### src/hdl/bpc_div.sv
module bpc_div #(
  parameter int W  = 32,
  parameter int SW = 8
) (
  input  logic          clk_i,
  input  logic          rst_ni,
  input  logic          en_i,
  input  logic          valid_i,
  input  logic [W-1:0]  dividend_i,
  input  logic [W-1:0]  divisor_i,
  input  logic [SW-1:0] side_i,
  output logic          valid_o,
  output logic [W-1:0]  quotient_o,
  output logic [SW-1:0] side_o
);

  logic [W-1:0]  rem_q [W];
  logic [W-1:0]  acc_q [W];
  logic [W-1:0]  dsr_q [W];
  logic [SW-1:0] sd_q  [W];
  logic [W-1:0]  rem_d [W];
  logic [W-1:0]  acc_d [W];
  logic [W-1:0]  vld_q;

  // one restoring step per stage, quotient bits shift in behind the dividend
  always_comb begin
    logic [W-1:0] rem_in;
    logic [W-1:0] acc_in;
    logic [W-1:0] dsr_in;
    logic [W:0]   trial;
    logic [W:0]   diff;
    for (int i = 0; i < W; i++) begin
      if (i == 0) begin
        rem_in = '0;
        acc_in = dividend_i;
        dsr_in = divisor_i;
      end else begin
        rem_in = rem_q[i-1];
        acc_in = acc_q[i-1];
        dsr_in = dsr_q[i-1];
      end
      trial    = {rem_in, acc_in[W-1]};
      diff     = trial - {1'b0, dsr_in};
      rem_d[i] = diff[W] ? trial[W-1:0] : diff[W-1:0];
      acc_d[i] = {acc_in[W-2:0], ~diff[W]};
    end
  end

  always_ff @(posedge clk_i or negedge rst_ni) begin
    if (!rst_ni) begin
      vld_q <= '0;
    end else if (en_i) begin
      vld_q <= {vld_q[W-2:0], valid_i};
    end
  end

  always_ff @(posedge clk_i) begin
    if (en_i) begin
      for (int i = 0; i < W; i++) begin
        rem_q[i] <= rem_d[i];
        acc_q[i] <= acc_d[i];
        if (i == 0) begin
          dsr_q[i] <= divisor_i;
          sd_q[i]  <= side_i;
        end else begin
          dsr_q[i] <= dsr_q[i-1];
          sd_q[i]  <= sd_q[i-1];
        end
      end
    end
  end

  assign valid_o    = vld_q[W-1];
  assign quotient_o = acc_q[W-1];
  assign side_o     = sd_q[W-1];

endmodule

### config.mk
export PLATFORM = sky130hd
export DESIGN_NAME = bpc_div
export DESIGN_NICKNAME = d
export VERILOG_FILES = /design/src/hdl/bpc_div.sv
export SDC_FILE = /design/constraint.sdc
export NUM_CORES = 2
export LEC_CHECK = 0
export BUFFER_PORTS_ARGS = -buffer_cell sky130_fd_sc_hd__buf_2
export CAP_MARGIN = 20
export CORE_MARGIN = 5
export CORE_UTILIZATION = 40
export CTS_CLUSTER_SIZE = 10
export DETAILED_ROUTE_END_ITERATION = 6
export GPL_TIMING_DRIVEN = 1
export PLACE_DENSITY = 0.66
export SLEW_MARGIN = 10
export SYNTH_ARGS = -nofsm -noshare
export SYNTH_HDL_FRONTEND = slang
export SYNTH_SLANG_ARGS = --single-unit
### constraint.sdc
create_clock -name clk_i -period 10.3 [get_ports clk_i]
set_input_delay 1.03 -clock clk_i [delete_from_list [all_inputs] [get_ports clk_i]]
set_output_delay 1.03 -clock clk_i [all_outputs]
set_load 0.02 [all_outputs]
* Yosys cells after proc, flatten, opt, wreduce, memory -nomap -nowiden
Memory sizes are Yosys's and may differ from the RTL's. Cells that the tools add are included.
Word-level totals: logic and storage cells 103, RAM bits 3328, memories kept 4, input bits 76, register bits 32, output and inout bits 41
Memory list:
- acc_q | words 32, width 32, rd ports 32, clocked after Yosys merged registers in 0, write ports 32, RTL line 18 | logic [W-1:0] acc_q [W];
- dsr_q | words 32, width 32, rd ports 31, clocked after Yosys merged registers in 0, write ports 32, RTL line 19 | logic [W-1:0] dsr_q [W];
- rem_q | words 32, width 32, rd ports 31, clocked after Yosys merged registers in 0, write ports 32, RTL line 17 | logic [W-1:0] rem_q [W];
- sd_q | words 32, width 8, rd ports 32, clocked after Yosys merged registers in 0, write ports 32, RTL line 20 | logic [SW-1:0] sd_q [W];
Operators by class: bitwise logic cells 32, add/subtract/negate cells 32, mux-type cells 34
Operators with widths (number):
- 32-bit 2-to-1 mux | 32
- 33-bit by 32-bit subtractor with 33-bit output | 31
- 1-bit by 32-bit subtractor with 33-bit output | 1
- 1-bit NOT | 32
- 1-bit 2-to-1 mux | 2

* Logic depth before layout (Yosys ltp)
depth after elaboration 2, mapped depth 16, depth with buffers taken out 14

* Least setup slack after synthesis
OpenSTA, ideal clock, no wires.
path kind register -> register, start mem dsr_q[20][0] (netlist: dsr_q[1][128]), end mem rem_q[21][24] (netlist: rem_q[1][184]), data pin, path slack 6402 ps, clock period less this slack 3898 ps, arrival time 3638 ps, path buffers 1, required time 10040 ps, library setup time 260 ps, stages on the path, launching flop included 15, path through edfxtp_1 > ha_1 > fa_1 > nor2b_1 > o21a_1 > o21ai_0 > a2111oi_0 > a31oi_1 > o21ai_1 > a21oi_1 > o211ai_1 > a21oi_1 > xor2_1 > buf_2 > mux2_2
RTL lines (RTL line):
- from (decl) | 19
- to (decl) | 17

==> flow_summary.html <==
<table>
<tr><th>Metric</th><th>Value</th></tr>
<tr><th colspan="2">Run status</th></tr>
<tr><td>Outcome</td><td>complete, no violations</td></tr>
<tr><th colspan="2">Routing</th></tr>
<tr><td>Via Count</td><td>91300</td></tr>
<tr><td>Post-route antenna net violation count</td><td>0</td></tr>
<tr><td>Total routed wirelength</td><td>288000 um</td></tr>
<tr><td>Drt wl/cell</td><td>16.0 um</td></tr>
<tr><td>Number of DRC violations after detailed-routing iteration 0</td><td>4415</td></tr>
<tr><td>Routed vias/inst</td><td>5.09</td></tr>
<tr><td>Pre-antenna DRT Iters</td><td>5</td></tr>
<tr><td>Residual DRC count</td><td>0</td></tr>
<tr><th colspan="2">STA</th></tr>
<tr><td>Setup total negative slack</td><td>0 ps</td></tr>
<tr><td>Final min period</td><td>5100 ps</td></tr>
<tr><td>Worst Tran Pin Value</td><td>1110 ps</td></tr>
<tr><td>Period utilisation layout</td><td>0.495</td></tr>
<tr><td>Fin. Hold Viols</td><td>0</td></tr>
<tr><td>Final max-slew violation count</td><td>0</td></tr>
<tr><td>Upper clock frequency limit</td><td>0.196 GHz</td></tr>
<tr><td>Clock tree skew after final layout</td><td>120 ps</td></tr>
<tr><td>Slew headroom</td><td>0.260</td></tr>
<tr><td>RSZ-0062 raised after global routing</td><td>false</td></tr>
<tr><td>Final-report setup violation count</td><td>0</td></tr>
<tr><th colspan="2">Clocking</th></tr>
<tr><td>Clock transition at the registers of the reported paths</td><td>50 ps</td></tr>
<tr><td>Gates resized, CTS repair</td><td>0</td></tr>
<tr><td>Hold-fix buffer count after cts</td><td>0</td></tr>
<tr><td>Sink Count</td><td>3296</td></tr>
<tr><td>Number of buffers between clock root and the deepest sink</td><td>4</td></tr>
<tr><td>Clock tree from TritonCTS</td><td>done</td></tr>
<tr><td>Root Buffer Master</td><td>clkbuf_16</td></tr>
<tr><td>Clock insertion delay at the later pin of the skew report</td><td>980 ps</td></tr>
<tr><td>Post-CTS setup buffer count</td><td>0</td></tr>
<tr><td>Number of levels in the clock H-tree</td><td>5</td></tr>
<tr><td>Number of CTS-inserted buffers</td><td>387</td></tr>
<tr><th colspan="2">Synth</th></tr>
<tr><td>Sequential-to-total area share from yosys stat</td><td>0.612</td></tr>
<tr><td>Synth Register Bits</td><td>3296</td></tr>
<tr><td>Synth cell types</td><td>96</td></tr>
<tr><td>Cell taking the most area after synthesis</td><td>edfxtp_1</td></tr>
<tr><td>Share of flip-flops with an asynchronous set or reset</td><td>0.00971</td></tr>
<tr><td>Synthesized cell area</td><td>162000 um2</td></tr>
<tr><td>Most frequent cell after synthesis</td><td>edfxtp_1</td></tr>
<tr><td>Number of enable-type register cells in the synthesized netlist</td><td>3264</td></tr>
<tr><td>Top cell type's share of synthesized area</td><td>0.607</td></tr>
<tr><td>Count of warnings emitted by yosys</td><td>0</td></tr>
<tr><td>Average cell area after synthesis</td><td>13.4 um2</td></tr>
<tr><td>Most frequent cells after synthesis</td><td>edfxtp_1 (3264), inv_1 (1231), ha_1 (993), a21oi_1 (823), mux2_2 (807)</td></tr>
<tr><td>Top_reg_cell synth</td><td>edfxtp_1</td></tr>
<tr><td>Gate count of the mapped netlist</td><td>12000</td></tr>
<tr><td>Cell types with the largest area share after synthesis</td><td>edfxtp_1 (61%), ha_1 (7.7%), mux2_2 (5.6%), xnor2_1 (3.1%), inv_1 (2.9%)</td></tr>
<tr><th colspan="2">Placement</th></tr>
<tr><td>Count of placed standard cells including taps</td><td>17400</td></tr>
<tr><td>Final weighted congestion in routability-driven placement</td><td>0.919</td></tr>
<tr><td>I/O Buffers</td><td>116</td></tr>
<tr><td>DP Wirelength</td><td>207000 um</td></tr>
<tr><th colspan="2">Global route</th></tr>
<tr><td>Global-route congestion overflow total</td><td>0</td></tr>
<tr><td>Number of global-route vias before repair</td><td>95000</td></tr>
<tr><td>Pin count of the biggest net entering global routing</td><td>172</td></tr>
<tr><td>Initial antenna violation count</td><td>4</td></tr>
<tr><td>Global Route Usage Sum</td><td>0.134</td></tr>
<tr><td>First-pass GRT wire length</td><td>465000 um</td></tr>
<tr><th colspan="2">Setup path</th></tr>
<tr><td>Register-to-register path setup slack</td><td>5200 ps</td></tr>
<tr><td>Max stage delay cell, worst path</td><td>a2111oi_0</td></tr>
<tr><td>Logic depth of the worst register-to-register path</td><td>14</td></tr>
<tr><td>Cell mode on critical path</td><td>a21oi_1</td></tr>
<tr><td>Beginning of the worst register-to-register path</td><td>dsr_q[1][128]$_DFFE_PP_</td></tr>
<tr><td>Kind of critical path</td><td>register to register</td></tr>
<tr><td>Maximum cell stage delay along the critical path</td><td>860 ps</td></tr>
<tr><td>Chain of cells forming the critical path</td><td>ha_1 -&gt; fa_1 -&gt; nor2b_1 -&gt; o21a_1 -&gt; o21ai_0 -&gt; a2111oi_0 -&gt; a31oi_1 -&gt; o21ai_1 -&gt; a21oi_1 -&gt; o211ai_1 -&gt; a21oi_1 -&gt; xor2_4 -&gt; buf_4 -&gt; mux2_2</td></tr>
<tr><td>Critical-path maximum fanout</td><td>22</td></tr>
<tr><td>Crit path capture type</td><td>register</td></tr>
<tr><td>Number of buffer and inverter instances along the worst setup path</td><td>1</td></tr>
<tr><td>Arrival @ worst endpoint</td><td>5780 ps</td></tr>
<tr><td>Startpoint type of the worst setup path</td><td>register</td></tr>
<tr><td>Required time at the endpoint of the critical path</td><td>10980 ps</td></tr>
<tr><td>Cell family contributing the most delay on the critical path</td><td>compound AO/OA/AOI/OAI gates</td></tr>
<tr><td>Capturing point of the worst reg2reg path</td><td>rem_q[1][163]$_DFFE_PP_</td></tr>
<tr><th colspan="2">Die</th></tr>
<tr><td>Area inside the core boundary</td><td>403000 um2</td></tr>
<tr><td>Number of ports placed on the die boundary</td><td>117</td></tr>
<tr><td>Initial core utilization</td><td>0.401</td></tr>
<tr><td>Total Die Area</td><td>417000 um2</td></tr>
<tr><td>Floorplan row count</td><td>233</td></tr>
<tr><td>Width of the chip</td><td>646 um</td></tr>
<tr><td>Chip height</td><td>646 um</td></tr>
<tr><th colspan="2">Cells and area</th></tr>
<tr><td>Total number of nets in the final design</td><td>13500</td></tr>
<tr><td>Area growth from synthesis to layout</td><td>11.2%</td></tr>
<tr><td>Non-Filler Instances</td><td>17900</td></tr>
<tr><td>Number of fillers in the final layout</td><td>35700</td></tr>
<tr><td>Proportion of layout cells with a drive suffix above 1</td><td>0.127</td></tr>
<tr><th colspan="2">Power and ir drop</th></tr>
<tr><td>Post-layout power</td><td>57.5 mW</td></tr>
<tr><td>Leakage Power</td><td>70.8 nW</td></tr>
<tr><td>Worst VDD drop</td><td>180 uV</td></tr>
<tr><td>Power per cell area</td><td>320 nW/um2</td></tr>
<tr><th colspan="2">Worst hold path</th></tr>
<tr><td>Class of the worst hold path</td><td>primary input to asynchronous set/reset pin</td></tr>
<tr><th colspan="2">Job</th></tr>
<tr><td>Total of max-cap violations</td><td>0</td></tr>
</table>
## cells in the final DEF (no fill, tap or decap), drive strengths merged, types with 23 or more instances in the layout
cell and n:
o211ai 47, a31oi 107, a21oi 826, clkbuf 471, a31o 25, or3 33, ha 993, or2 26
edfxtp 3264, inv 1241, nor2 455, fa 30, a41oi 23, xor2 256, xnor2 579, o31ai 51
nor2b 139, clkinv 69, o21bai 98, nand4 94, dfrtp 32, and3 68, nand3 170, o21ai 508
a221oi 24, nor3 98, buf 190, mux2i 81, nand2b 116, a21o 453, and2 42, o31a 31
nand2 465, mux2 874, a211oi 68, a21boi 39, o21a 151
## flip-flops by register name (all words and copies together) (netlist names)
signal,count
acc_q,1024
dsr_q,992
sd_q,256
vld_q,32
rem_q,992
## power by group
group	leakage (nW)	total [mW]	internal (mW)	switching [mW]
clock network	5.25	12.0	6.87	5.10
registers	32.3	20.7	19.2	1.49
logic	33.3	24.8	12.1	12.7
total	70.8	57.5	38.2	19.3
## cells by family after synthesis
kind of cell,count (synthesis),synth area share
flops,3296,0.612
compound gates,2649,0.105
simple gates,1783,0.0535
buf+inv,1486,0.0362
fa+ha+maj,1023,0.0806
mux,955,0.0672
xor+xnor,835,0.0454
other cells,1,0.0000232
## worst register-to-register path, cell delays in order, from the launching register on
cell	delay (ps)
edfxtp_1	390
ha_1	250
fa_1	420
nor2b_1	140
o21a_1	150
o21ai_0	130
a2111oi_0	860
a31oi_1	420
o21ai_1	360
a21oi_1	190
o211ai_1	200
a21oi_1	160
xor2_4	410
buf_4	390
mux2_2	400
## worst max path at each step
stage / depth (start not counted) / end / slack (ps) / from
after floorplan: 14 / rem_q[1][184]$_DFFE_PP_ / 6400 / dsr_q[1][128]$_DFFE_PP_
after global placement: 13 / rem_q[1][290]$_DFFE_PP_ / 5150 / dsr_q[1][256]$_DFFE_PP_
after detailed placement: 13 / rem_q[1][296]$_DFFE_PP_ / 5090 / dsr_q[1][256]$_DFFE_PP_
after CTS: 13 / rem_q[1][318]$_DFFE_PP_ / 5070 / dsr_q[1][256]$_DFFE_PP_
after global routing: 14 / rem_q[1][162]$_DFFE_PP_ / 4990 / dsr_q[1][128]$_DFFE_PP_
final: 14 / rem_q[1][163]$_DFFE_PP_ / 5200 / dsr_q[1][128]$_DFFE_PP_
## final cells by class
type                       instances  area, um2  share of cell area
antenna                           13       32.5            0.000181
clock buffer                     471      10100              0.0561
clock inverter                    80        763             0.00425
inverter                        1231       4620              0.0257
multi-input combinational       7260      57300               0.319
sequential                      3296      98800               0.550
tap                             5405       6760              0.0376
timing repair buffer             191       1340             0.00745
## per-layer routing
layer / wire [um] / vias to the layer above / track usage
met5: 7 / - / 0
met4: 16900 / 2 / 0.0739
met3: 9290 / 816 / 0.0208
met2: 160000 / 1369 / 0.270
met1: 102000 / 43900 / 0.127
li1: - / 45200 / -
## metrics by stage
stage          worst slack, ps  utilization  area [um2]  hold WS [ps]
4_1_cts                   5070        0.446      180000          86.5
3_5_place_dp              5090        0.419      169000           405
6_report                  5200        0.446      180000           183
2_1_floorplan             6400            -      162000           400
5_1_grt                   4990        0.446      180000           151
3_3_place_gp              5150        0.419      169000           400
No activity file was read; power rests on OpenSTA's default activity.
